## src/lmrs_pkg.sv

```systemverilog
package lmrs_pkg;

  // Frame geometry
  localparam int COLUMNS = 24;
  localparam int ROWS    = 8;

  localparam int ROW_W  = $clog2(ROWS);
  localparam int BIT_W  = (COLUMNS > 1) ? $clog2(COLUMNS) : 1;
  localparam int WORD_W = 24;
  localparam int DWELL_W = 10;

  localparam logic [DWELL_W-1:0] DWELL_RESET = 10'd800;

  // Configuration register map (byte address bit 2 selects the register)
  localparam int CFG_ADDR_W = 3;
  localparam logic REG_DWELL = 1'b0;

  // Input word kinds carried on tuser
  localparam logic FUNC_TICK  = 1'b0;
  localparam logic FUNC_WRITE = 1'b1;

  // Pin levels, data pin in bit 0
  typedef struct packed {
    logic rst;
    logic adv;
    logic latch;
    logic clk;
    logic data;
  } pins_t;

endpackage

```

## src/lmrs_seq.sv

```systemverilog
module lmrs_seq (
  input  logic                           clk,
  input  logic                           rst_n,
  input  logic                           tick,
  input  logic [lmrs_pkg::WORD_W-1:0]    row_word,
  input  logic [lmrs_pkg::DWELL_W-1:0]   dwell_ticks,
  output logic [lmrs_pkg::ROW_W-1:0]     row,
  output lmrs_pkg::pins_t                pins_nxt
);
  import lmrs_pkg::*;

  typedef enum logic [2:0] {
    PH_SHIFT,
    PH_LATCH,
    PH_DWELL,
    PH_BLANK,
    PH_BLATCH,
    PH_LOW,
    PH_PULSE
  } phase_t;

  phase_t               phase_r, phase_nxt;
  logic [ROW_W-1:0]     row_r, row_nxt;
  logic [BIT_W-1:0]     bit_pos_r, bit_pos_nxt;
  logic                 half_r, half_nxt;
  logic [DWELL_W-1:0]   cnt_r, cnt_nxt;
  logic [DWELL_W-1:0]   cnt_inc;
  pins_t                pins_r;
  logic [31:0]          word_ext;
  logic                 last_row;

  assign word_ext = (phase_r == PH_SHIFT) ? {{(32-WORD_W){1'b0}}, row_word} : 32'd0;
  assign last_row = (row_r == ROW_W'(ROWS - 1));
  assign cnt_inc  = cnt_r + DWELL_W'(1);

  always_comb begin
    phase_nxt   = phase_r;
    row_nxt     = row_r;
    bit_pos_nxt = bit_pos_r;
    half_nxt    = half_r;
    cnt_nxt     = cnt_r;
    pins_nxt    = pins_r;
    case (phase_r)
      PH_SHIFT, PH_BLANK: begin
        pins_nxt.data = word_ext[bit_pos_r];
        if (!half_r) begin
          pins_nxt.clk = 1'b0;
          half_nxt     = 1'b1;
        end else begin
          pins_nxt.clk = 1'b1;
          half_nxt     = 1'b0;
          if (bit_pos_r >= BIT_W'(COLUMNS - 1)) begin
            bit_pos_nxt = '0;
            phase_nxt   = (phase_r == PH_SHIFT) ? PH_LATCH : PH_BLATCH;
          end else begin
            bit_pos_nxt = bit_pos_r + BIT_W'(1);
          end
        end
      end
      PH_LATCH, PH_BLATCH: begin
        if (!half_r) begin
          pins_nxt.latch = 1'b0;
          half_nxt       = 1'b1;
        end else begin
          pins_nxt.latch = 1'b1;
          half_nxt       = 1'b0;
          if (phase_r == PH_LATCH) begin
            phase_nxt = PH_DWELL;
            cnt_nxt   = '0;
          end else begin
            phase_nxt = PH_LOW;
          end
        end
      end
      PH_DWELL: begin
        cnt_nxt = cnt_inc;
        // a zero setting ends the hold at once, since every count meets it
        if (cnt_inc >= dwell_ticks || cnt_inc == '0) begin
          cnt_nxt   = '0;
          phase_nxt = PH_BLANK;
        end
      end
      PH_LOW: begin
        pins_nxt  = '0;
        half_nxt  = 1'b0;
        phase_nxt = PH_PULSE;
      end
      PH_PULSE: begin
        if (!half_r) begin
          if (last_row) pins_nxt.rst = 1'b1;
          else          pins_nxt.adv = 1'b0;
          half_nxt = 1'b1;
        end else begin
          if (last_row) pins_nxt.rst = 1'b0;
          else          pins_nxt.adv = 1'b1;
          half_nxt    = 1'b0;
          bit_pos_nxt = '0;
          phase_nxt   = PH_SHIFT;
          row_nxt     = last_row ? '0 : row_r + ROW_W'(1);
        end
      end
      default: begin
        phase_nxt = PH_SHIFT;
      end
    endcase
  end

  always_ff @(posedge clk) begin
    if (!rst_n) begin
      phase_r   <= PH_SHIFT;
      row_r     <= '0;
      bit_pos_r <= '0;
      half_r    <= 1'b0;
      cnt_r     <= '0;
      pins_r    <= '0;
    end else if (tick) begin
      phase_r   <= phase_nxt;
      row_r     <= row_nxt;
      bit_pos_r <= bit_pos_nxt;
      half_r    <= half_nxt;
      cnt_r     <= cnt_nxt;
      pins_r    <= pins_nxt;
    end
  end

  assign row = row_r;

endmodule

```

## src/led_matrix_row_scanner.sv

```systemverilog
// Channel | Direction | Payload
// in_     | slave     | tdata = row_index, row_bits; tuser = func (0 tick, 1 row write)
// out_    | master    | tdata = pin levels and active_row, one word per tick
// cfg_    | APB slave | dwell_ticks at byte address 0
//
// One input word per cycle while in_tready is high; each word is applied in
// the cycle it is accepted, and a tick's pin levels land in the output
// register on the next edge. The output register parts the two sides;
// in_tready drops only while a result waits and out_tready is low.
// Synchronous active-low reset clears the frame buffer, the scan state and
// the pins, and loads dwell_ticks with 800.
module led_matrix_row_scanner (
  input  logic        clk,
  input  logic        rst_n,
  // input stream
  input  logic        in_tvalid,
  output logic        in_tready,
  input  logic [31:0] in_tdata,   // [2:0] row_index, [26:3] row_bits, [31:27] zero
  input  logic        in_tuser,   // [0] func
  // result stream
  output logic        out_tvalid,
  input  logic        out_tready,
  output logic [7:0]  out_tdata,  // [0] serial_data, [1] shift_clock, [2] latch_out,
                                  // [3] row_advance, [4] row_reset, [7:5] active_row
  // configuration
  input  logic                              cfg_psel,
  input  logic                              cfg_penable,
  input  logic                              cfg_pwrite,
  input  logic [lmrs_pkg::CFG_ADDR_W-1:0]   cfg_paddr,
  input  logic [31:0]                       cfg_pwdata,
  output logic [31:0]                       cfg_prdata,
  output logic                              cfg_pready
);
  import lmrs_pkg::*;

  logic [WORD_W-1:0]  frame_r [ROWS];
  logic [DWELL_W-1:0] dwell_r;
  logic               out_valid_r;
  pins_t              out_pins_r;
  logic [2:0]         out_row_r;

  logic               in_acc;
  logic               tick;
  logic               wr_row;
  logic [2:0]         in_row_index;
  logic [WORD_W-1:0]  in_row_bits;
  logic [ROW_W-1:0]   scan_row;
  pins_t              pins_nxt;

  assign in_row_index = in_tdata[2:0];
  assign in_row_bits  = in_tdata[26:3];

  // Accept while the result slot is empty or being drained this cycle
  assign in_tready = !out_valid_r || out_tready;
  assign in_acc    = in_tvalid && in_tready;
  assign tick      = in_acc && (in_tuser == FUNC_TICK);
  // Drop writes to rows beyond the frame
  assign wr_row    = in_acc && (in_tuser == FUNC_WRITE) && (int'(in_row_index) < ROWS);

  always_ff @(posedge clk) begin
    if (!rst_n) begin
      for (int i = 0; i < ROWS; i++) frame_r[i] <= '0;
    end else if (wr_row) begin
      frame_r[ROW_W'(in_row_index)] <= in_row_bits;
    end
  end

  // APB: always ready, write on the access phase
  assign cfg_pready = 1'b1;

  always_ff @(posedge clk) begin
    if (!rst_n) begin
      dwell_r <= DWELL_RESET;
    end else if (cfg_psel && cfg_penable && cfg_pwrite && cfg_pready &&
                 cfg_paddr[2] == REG_DWELL) begin
      dwell_r <= cfg_pwdata[DWELL_W-1:0];
    end
  end

  assign cfg_prdata = (cfg_paddr[2] == REG_DWELL) ? {{(32-DWELL_W){1'b0}}, dwell_r} : 32'd0;

  lmrs_seq u_seq (
    .clk         (clk),
    .rst_n       (rst_n),
    .tick        (tick),
    .row_word    (frame_r[scan_row]),
    .dwell_ticks (dwell_r),
    .row         (scan_row),
    .pins_nxt    (pins_nxt)
  );

  // Result register: pins after the step, row shown before it
  always_ff @(posedge clk) begin
    if (!rst_n) begin
      out_valid_r <= 1'b0;
    end else if (tick) begin
      out_valid_r <= 1'b1;
    end else if (out_tready) begin
      out_valid_r <= 1'b0;
    end
  end

  always_ff @(posedge clk) begin
    if (tick) begin
      out_pins_r <= pins_nxt;
      out_row_r  <= 3'(scan_row);
    end
  end

  assign out_tvalid = out_valid_r;
  assign out_tdata  = {out_row_r, out_pins_r};

`ifndef SYNTHESIS
  // A tick always leaves a result behind
  a_tick_result: assert property (@(posedge clk) disable iff (!rst_n)
    tick |=> out_valid_r)
    else $error("tick produced no result");

  // A row write into an empty slot creates no result
  a_write_silent: assert property (@(posedge clk) disable iff (!rst_n)
    (in_acc && in_tuser == FUNC_WRITE && !out_valid_r) |=> !out_valid_r)
    else $error("row write produced a result");

  // Row reset and row advance are never high together
  a_pulse_excl: assert property (@(posedge clk) disable iff (!rst_n)
    out_valid_r |-> !(out_pins_r.adv && out_pins_r.rst))
    else $error("row advance and row reset both high");
`endif

endmodule
```

## config.mk

```make
export PLATFORM = sky130hd
export DESIGN_NAME = led_matrix_row_scanner
export DESIGN_NICKNAME = d
export VERILOG_FILES = /design/src/lmrs_pkg.sv /design/src/lmrs_seq.sv /design/src/led_matrix_row_scanner.sv
export SDC_FILE = /design/constraint.sdc
export NUM_CORES = 1
export LEC_CHECK = 0
export BUFFER_PORTS_ARGS = -buffer_cell sky130_fd_sc_hd__buf_2
export CAP_MARGIN = 20
export CORE_UTILIZATION = 25
export DETAILED_ROUTE_END_ITERATION = 16
export GPL_ROUTABILITY_DRIVEN = 0
export GPL_TIMING_DRIVEN = 0
export SLEW_MARGIN = 20
export SYNTH_ARGS = -nofsm -noshare
export SYNTH_HDL_FRONTEND = slang
export SYNTH_HIERARCHICAL = 1
export SYNTH_SLANG_ARGS = --single-unit
```

## constraint.sdc

```tcl
create_clock -name clk -period 3 [get_ports clk]
set_input_delay 0.15 -clock clk [delete_from_list [all_inputs] [get_ports clk]]
set_output_delay 0.15 -clock clk [all_outputs]
set_load 0.01 [all_outputs]
```

[Word-level counts from Yosys, hierarchy flattened]
Memories as Yosys holds them, arrays and structs flattened. A register that Yosys moved wholly into a read port is not among the register bits.
Index checks and enable logic that the tools add are counted.
Cells by class
  bitwise logic cells: 2
  reductions and logical operators: 24
  equality and inequality tests: 13
  muxes and demuxes: 43
  $add $sub $neg: 3
  $lt $le $gt $ge: 3
Operators with widths (count)
  24-bit 2-to-1 mux: 2
  10-bit 2-to-1 mux: 4
  3-bit 2-to-1 mux: 11
  24-bit OR reduction: 1
  10-bit one-hot mux with 2 select lines: 1
  5-bit 2-to-1 mux: 3
  3-bit one-hot mux with 5 select lines: 1
  1-bit 2-to-1 mux: 14
  3-bit == test (second input constant): 4
  2-bit by 1-bit inequality test with 1-bit output (second input constant): 6
  10-bit by 1-bit adder with 10-bit output (second input constant): 1
  10-bit greater-or-equal comparator: 1
  10-bit logical NOT: 1
  5-bit one-hot mux with 2 select lines: 1
  2-bit one-hot mux with 2 select lines: 2
  4-bit AND reduction: 2
  2-bit nonzero test: 4
  3-bit by 2-bit == test with 1-bit output (second input constant): 2
  1-bit logical AND: 6
  5-bit by 6-bit < comparator with 1-bit output (second input constant): 1
  6-bit AND reduction: 1
  5-bit by 1-bit adder with 5-bit output (second input constant): 1
  1-bit binary-select mux with 5-bit select: 1
  5-bit greater-or-equal comparator (second input constant): 1
  12 further kinds: 16
Word-level totals
  bits of input ports: 75
  bits in writable memories: 192
  memories: 1
  register bits after elaboration: 46
  output and inout bits: 43
Memory list
  frame_r: words 8, width 24, rd ports 1, clocked after memory_dff 1, wr ports 8, RTL line led_matrix_row_scanner.sv:36  | logic [WORD_W-1:0] frame_r [ROWS];

[Depth between registers and ports, before layout]
Gate-level depths: netlist of run 1.
  word-level depth: 9
  mapped depth: 11

[Modules after synthesis]
Netlist of run 1, hierarchy kept.
By module, submodules not included
  led_matrix_row_scanner: area an instance 9349.0 um2, instances 1, cells each 655, seq. area each 6226.0 um2
  lmrs_seq: area an instance 2164.6 um2, instances 1, cells each 268, seq. area each 540.5 um2

[Worst setup path before layout of run 1]
Ideal clock, no wire load.
  path kind: flip-flop to flip-flop
  start: reg out_valid_r (netlist: out_tvalid)
  end: mem frame_r[6][0], enable pin
  setup time: 438 ps
  buffers on the path: 1
  data required time: 2562 ps
  slack: -198 ps
  arrival time: 2760 ps
  cell stages (with the launch flop): 6
  path through: dfxtp_1 nor2b_1 inv_1 nand3_1 clkbuf_1 o21ai_0
RTL lines
  start, declared: RTL line led_matrix_row_scanner.sv:38  | logic out_valid_r;
  start signal, assigned: RTL line led_matrix_row_scanner.sv:95  | out_valid_r <= 1'b0;
  start signal, assigned: RTL line led_matrix_row_scanner.sv:97  | out_valid_r <= 1'b1;
  start signal, assigned: RTL line led_matrix_row_scanner.sv:99  | out_valid_r <= 1'b0;
  end, declared: RTL line led_matrix_row_scanner.sv:36

==> results of run 1 <==
stage by stage:
stage / utilization / power, W
6_report: 0.315 / 0.00753
5_1_grt: 0.315 / 0.00776
4_1_cts: 0.314 / 0.00762
3_5_place_dp: 0.286 / 0.00429
3_3_place_gp: 0.279 / 0.00424
2_1_floorplan: - / 0.00405
per-layer routing:
metal	vias up	global-route usage	share of wire	routed length [um]
met4	2	0.0268	0.017	533
met5	-	0	0.00042	13
met1	3919	0.180	0.45	13700
met3	40	0.0222	0.061	1860
met2	260	0.215	0.47	14500
li1	3614	-	-	-
final cells by class:
| class | count | area (um^2) |
|---|---|---|
| Tap cell | 600 | 751 |
| Buffer | 82 | 500 |
| Clock buffer | 37 | 754 |
| Fill cell | 4544 | 31100 |
| Timing Repair Buffer | 111 | 921 |
| Inverter | 15 | 56.3 |
| Sequential cell | 238 | 6770 |
| Multi-Input combinational cell | 609 | 4410 |
| Clock inverter | 12 | 129 |
registers in the layout, indices dropped and copies added, names as in the netlist:
name and cells:
u_seq/row 3, u_seq/phase_r 3, out_tvalid 1, out_tdata 5, frame_r 192, u_seq/half_r 1
u_seq/cnt_r 10, dwell_r 10, out_row_r 3, u_seq/bit_pos_r 5, u_seq/pins_r 5
timing repair:
item | 4_1_cts | 5_1_grt
gates resized for setup | 10 | 12
pin swaps | 1 | 0
hold buffers | 36 | 0
setup buffers | 2 | 0
endpoints found under the hold margin | 161 | 0
endpoints found under the setup margin | 13 | 78
cell families after synthesis:
group | Yosys count
AOI/OAI and AO/OA | 74
xor gates and xnor gates | 18
and+or+nand+nor | 389
adders and majority gates | 14
other | 2
DFF | 238
buffers and inverters | 97
muxes | 91
worst min-delay path by stage:
| stage | endpoint | slack, ps | depth (start not counted) |
|---|---|---|---|
| 2_1_floorplan | dwell_r[5] | 270 | 2 |
| 3_5_place_dp | dwell_r[5] | 370 | 3 |
| 5_1_grt | frame_r[4][23] | 180 | 3 |
| 3_3_place_gp | dwell_r[5] | 370 | 3 |
| 6_report | frame_r[4][2] | 180 | 3 |
| 4_1_cts | frame_r[4][1] | 140 | 3 |
Yosys cell counts (7+ instances only):
cell type	n	area (um^2)
edfxtp_1	200	6010
nor2_1	195	732
nand2_1	95	357
mux4_2	49	1100
dfxtp_1	38	761
clkbuf_1	34	128
and2_1	25	156
buf_4	23	173
mux2i_1	18	180
o21ai_0	18	90.1
buf_2	17	85.1
nor2b_1	16	100
inv_1	15	56.3
nand3_1	15	75.1
ha_1	14	175
mux2_2	12	135
mux2_4	12	180
xor2_1	12	105
a21oi_1	11	55.1
nand2b_1	10	62.6
a21boi_0	8	60.1
nand4_1	7	43.8
power by group through the flow:
stage	Combinational (W)	Sequential, W	Clock [W]
detailed placement	0.000479	0.00381	0
CTS	0.000519	0.00374	0.00336
global placement	0.000422	0.00382	0
floorplan	0.000247	0.00380	0
finish	0.000517	0.00374	0.00328
global route	0.000553	0.00375	0.00346
tightest hold or removal path, cell delays in order:
cell     delay (ps)
buf_2           160
nor4b_2         100
and2_1          160
==> impl_metrics.csv, run 1 <==
group,metric,value,unit
synth,yosys.area_share.simple,0.151,
synth,synthesis.area,11500,um^2
cells_and_area,final_common_cell,"edfxtp_1",
die,core_area,45400,um^2
power_and_ir_drop,p_sw_frac,0.232,
synth,ys_seq_elements,238,
power_and_ir_drop,switchingPower,0.00175,W
cts,cts.sinks,238,
timing,period_minus_slack,2920,ps
drt,avgViaCountPerCell,4.60,
cells_and_area,final_cells,1704,
critical_path,r2r_end,"out_tdata[0]",
cts,htreeDepth,1,
critical_path,cp_max_fo,10,
placed_design,pre_cts_ws,-177,ps
placed_design,dp.cells,1617,
timing,hold_viol_final,0,
drt,drc_errors,0,
synth,synth_top_family_by_area,"simple AND/OR/NAND/NOR gates",
power_and_ir_drop,intPower,0.00578,W
drt,drtAntennaViolNets,0,
timing,fin_crit_sh,0.972,
critical_path,critPathRequiredTime,3290,ps
cells_and_area,design_area,14300,um^2
power_and_ir_drop,seqPwrFrac,0.497,
drt,drtPass1Iterations,4,
cells_and_area,diodes,0,
critical_path,crit_path_max_incr_delay,510,ps
job,drv_cap,0,
timing,rsz0062_at_grt,"no",
critical_path,crit_path_end,"out_tdata[0]",
synth,synth_ff_type,"edfxtp_1",
critical_path,critical-path-top-delay-family,"multiplexers",
worst_hold_path,hold_start,"in_tdata[1]",
placed_design,dp_hpwl,20.9,mm
timing,setup_ws,83.6,ps
placed_design,io_buffers,65,
synth,synthXorXnorAreaFrac,0.0137,
synth,synth-compound-area-share,0.0467,
cells_and_area,drive_gt1_frac,0.239,
die,die_y,217,um
timing,setup_tns,0,ps
cts,cts.path.max_buffers,3,
power_and_ir_drop,p_clk_frac,0.435,
synth,synth_edf_count,200,
drt,wl_per_cell,18.0,um
timing,relSlewSlack,0.423,
power_and_ir_drop,powerDensity,527,nW/um^2
timing,fmax,343,MHz
synth,synthArstFlopShare,0,
die,dieArea,46900,um^2
grt,grt-ovfl-total,0,
placed_design,postPlaceCellArea,13000,um^2
cts,insertion_delay,570,ps
critical_path,end_kind,"register",
critical_path,worstSetupPathType,"reg2reg",
drt,vias,7835,
critical_path,worstSetupStartpointType,"register",
grt,grt_pass1_vias,7805,
critical_path,startpoint,"u_seq/row[0]",
grt,grt_use_total,0.131,
status,outcome,"complete, no violations",
synth,synth_adder_area_share,0.0152,
critical_path,crit_arrival,3210,ps
timing,finalClockSkew,21.6,ps
drt,drt-total-wl,30.6,mm
cells_and_area,layout_common_cells,"200 x edfxtp_1, 194 x nor2_1, 95 x nand2_1, 77 x buf_2, 49 x mux4_2",
critical_path,crit_cells,9,
critical_path,r2r-start,"u_seq/row[0]",
grt,grt_start_max_net_pins,18,
die,die_x,217,um
timing,tightestPinTransition,865,ps
die,rows,78,
grt,grt_pass1_wl,47.0,mm
grt,antenna_found_initial,1,
cts,clk_pin_slew,60,ps
timing,drv_slew,0,
critical_path,critPathBufInv,2,
critical_path,path_cells,"buf_8 -> buf_12 -> mux4_2 -> mux2_4 -> mux4_2 -> nand2b_1 -> nand3_1 -> a31oi_1 -> nand2b_1",
cells_and_area,fin_nets,1174,
worst_hold_path,holdCritPathClass,"in2reg",
cts,cts_tree,"done",
synth,netlist_instances,923,
synth,avgSynthCellArea,12.5,um^2
power_and_ir_drop,peakVddDrop,513,uV
synth,muxShareOfSynthArea,0.139,
critical_path,worst_path_max_delay_cell,"mux4_2",
cts,root_buffer,"clkbuf_16",
timing,hold_slack,176,ps
synth,yosysSeqAreaShare,0.588,
critical_path,r2r_cells,9,
drt,drt_iter0_markers,614,
cells_and_area,area_delta_synth_final,24.1,%
die,io_pins,118,
cts,cts-buffers-inserted,28,
power_and_ir_drop,p_comb_frac,0.069,
timing,setup_violations,0,
power_and_ir_drop,p_leak,5.06,nW
synth,synth_warnings,6,
critical_path,ff2ff_setup_slack,80,ps
die,start_util,0.254,
synth,synth_cell_types,65,
No activity file was read; power rests on OpenSTA's default activity.
==> run 2, diff against run 1 <==
--- a/config.mk
+++ b/config.mk
@@ -8,6 +8,7 @@
 export BUFFER_PORTS_ARGS = -buffer_cell sky130_fd_sc_hd__buf_2
 export CAP_MARGIN = 20
 export CORE_UTILIZATION = 25
+export CTS_BUF_LIST = sky130_fd_sc_hd__clkbuf_8
 export DETAILED_ROUTE_END_ITERATION = 16
 export GPL_ROUTABILITY_DRIVEN = 0
 export GPL_TIMING_DRIVEN = 0
==> constraint.sdc (replaced) <==
create_clock -name clk -period 3.3 [get_ports clk]
set_input_delay 0.165 -clock clk [delete_from_list [all_inputs] [get_ports clk]]
set_output_delay 0.165 -clock clk [all_outputs]
set_load 0.01 [all_outputs]
==> run 2 against run 1 <==
  * Register-to-register slack gained 40 ps
  * Cell count is 1.6% higher
  * Die area stayed put
  * Clock power shrank 22%
  * Critical endpoint unchanged
  * Largest cell class unchanged
==> impl_metrics.csv, run 2 (synthesis results as in run 1) <==
group,metric,value,unit
cells_and_area,final_cells,1731,
cts,cts.sinks,238,
cts,cts.path.max_buffers,3,
power_and_ir_drop,finalPower,0.00641,W
cells_and_area,largest-register,"frame_r",
drt,drc_errors,0,
cells_and_area,diodes,0,
grt,grt_pass1_vias,7918,
critical_path,end_kind,"register",
cells_and_area,reg.largest.list,"frame_r: 192 flops, dwell_r: 10 flops, u_seq/cnt_r: 10 flops",
grt,met1_usage,0.174,
die,io_pins,118,
drt,vias,7942,
cells_and_area,layout_common_cells,"200 x edfxtp_1, 194 x nor2_1, 95 x nand2_1, 81 x buf_2, 49 x mux4_2",
placed_design,dp_hpwl,20.6,mm
grt,antenna_found_initial,2,
cells_and_area,area_delta_synth_final,22.5,%
power_and_ir_drop,p_clk_frac,0.397,
timing,fin_crit_sh,0.964,
timing,finalClockSkew,19.1,ps
die,rows,78,
power_and_ir_drop,intPower,0.00485,W
critical_path,worstSetupStartpointType,"register",
power_and_ir_drop,peakVddDrop,236,uV
critical_path,critPathRequiredTime,3610,ps
grt,top_usage_layer,"met2",
grt,met2_usage,0.207,
drt,drtAntennaViolNets,0,
critical_path,crit_path_end,"out_tdata[0]",
critical_path,r2r_cells,8,
critical_path,r2r_end,"out_tdata[0]",
drt,avgViaCountPerCell,4.59,
drt,drtPass1Iterations,7,
timing,period_minus_slack,3180,ps
power_and_ir_drop,seqPwrFrac,0.530,
drt,wl_per_cell,17.7,um
power_and_ir_drop,p_sw_frac,0.244,
timing,fmax,314,MHz
critical_path,startpoint,"u_seq/row[0]",
power_and_ir_drop,p_leak,5.07,nW
timing,hold_viol_final,0,
drt,drt_iter0_markers,805,
critical_path,path_cells,"buf_2 -> mux4_2 -> mux2_4 -> mux4_2 -> nand2b_1 -> nand3_1 -> a31oi_1 -> nand2b_1",
grt,grt_pass1_wl,46.3,mm
critical_path,ff2ff_setup_slack,120,ps
die,core_area,45400,um^2
timing,tightestPinTransition,1160,ps
cts,root_buffer,"clkbuf_8",
cts,cts_tree,"done",
placed_design,dp.cells,1617,
grt,grt_use_total,0.131,
critical_path,worstSetupPathType,"reg2reg",
cells_and_area,final_common_cell,"edfxtp_1",
die,die_y,217,um
cells_and_area,drive_gt1_frac,0.233,
timing,setup_tns,0,ps
worst_hold_path,holdCritPathClass,"in2reg",
placed_design,postPlaceCellArea,13000,um^2
job,drv_cap,0,
placed_design,pre_cts_ws,120,ps
cts,htreeDepth,2,
cells_and_area,fin_nets,1189,
timing,drv_slew,0,
status,outcome,"complete, no violations",
critical_path,crit_path_max_incr_delay,570,ps
grt,grt_start_max_net_pins,17,
cts,cts-buffers-inserted,43,
grt,grt-ovfl-total,0,
critical_path,crit_arrival,3490,ps
placed_design,io_buffers,65,
critical_path,r2r-start,"u_seq/row[0]",
grt,grt_use_met3,0.0368,
power_and_ir_drop,p_comb_frac,0.073,
timing,relSlewSlack,0.226,
die,start_util,0.254,
timing,setup_ws,119,ps
power_and_ir_drop,switchingPower,0.00156,W
timing,rsz0062_at_grt,"no",
timing,setup_violations,0,
cells_and_area,largest_reg_flops,192,
cells_and_area,design_area,14100,um^2
die,die_x,217,um
power_and_ir_drop,powerDensity,455,nW/um^2
critical_path,cp_max_fo,10,
cts,clk_pin_slew,70,ps
cts,insertion_delay,570,ps
drt,drt-total-wl,30.7,mm
critical_path,worst_path_max_delay_cell,"dfxtp_1",
die,dieArea,46900,um^2
run 2: layer usage:
| metal | part of all wire | up-vias |
|---|---|---|
| li1 | - | 3640 |
| met1 | 0.43 | 3914 |
| met2 | 0.45 | 322 |
| met3 | 0.091 | 62 |
| met4 | 0.026 | 4 |
| met5 | 0.00078 | - |
run 2: worst max-delay path, delay by kind of cell, from the launching register on:
| family | cells | cell delay, ps |
|---|---|---|
| multiplexers | 3 | 1310 |
| flip-flops | 1 | 570 |
| buffers and inverters | 1 | 470 |
| AND/OR/NAND/NOR | 3 | 420 |
| AO/OA/AOI/OAI | 1 | 130 |
run 2: timing repair:
item,4_1_cts,5_1_grt
resized for setup,0,2
hold endpoints to repair,163,0
setup endpoints to repair,0,10
setup buffers,0,2
hold buffers,36,0
run 2: power groups by stage:
| stage | registers [W] | logic [W] | clock network [W] |
|---|---|---|---|
| finish | 0.00340 | 0.000468 | 0.00255 |
| detailed placement | 0.00346 | 0.000432 | 0 |
| CTS | 0.00340 | 0.000469 | 0.00261 |
| global route | 0.00341 | 0.000500 | 0.00273 |
| floorplan | 0.00346 | 0.000224 | 0 |
| global placement | 0.00347 | 0.000381 | 0 |
run 2: final cells by class:
cell class / instances / area, um^2
inverter: 15 / 56.3
buffer: 82 / 473
clock buffer: 43 / 592
fill: 4577 / 31300
tap: 600 / 751
timing repair buffer: 111 / 908
clock inverter: 33 / 166
sequential: 238 / 6770
multi-input combinational: 609 / 4390
run 2: per-stage QoR:
step / hold WS, ps / util
floorplan: 289 / -
global placement: 386 / 0.279
detailed placement: 383 / 0.286
CTS: 127 / 0.310
global route: 149 / 0.311
finish: 159 / 0.311
run 2: how the worst min path moves through the flow:
stage | slack, ps | endpoint | startpoint | cells past startpoint
6_report | 160 | frame_r[4][23] | in_tdata[1] | 3
5_1_grt | 150 | frame_r[4][23] | in_tdata[1] | 3
4_1_cts | 130 | frame_r[4][23] | in_tdata[1] | 3
3_5_place_dp | 380 | dwell_r[5] | cfg_pwdata[5] | 3
3_3_place_gp | 390 | dwell_r[5] | cfg_pwdata[5] | 3
2_1_floorplan | 290 | dwell_r[5] | cfg_pwdata[5] | 2
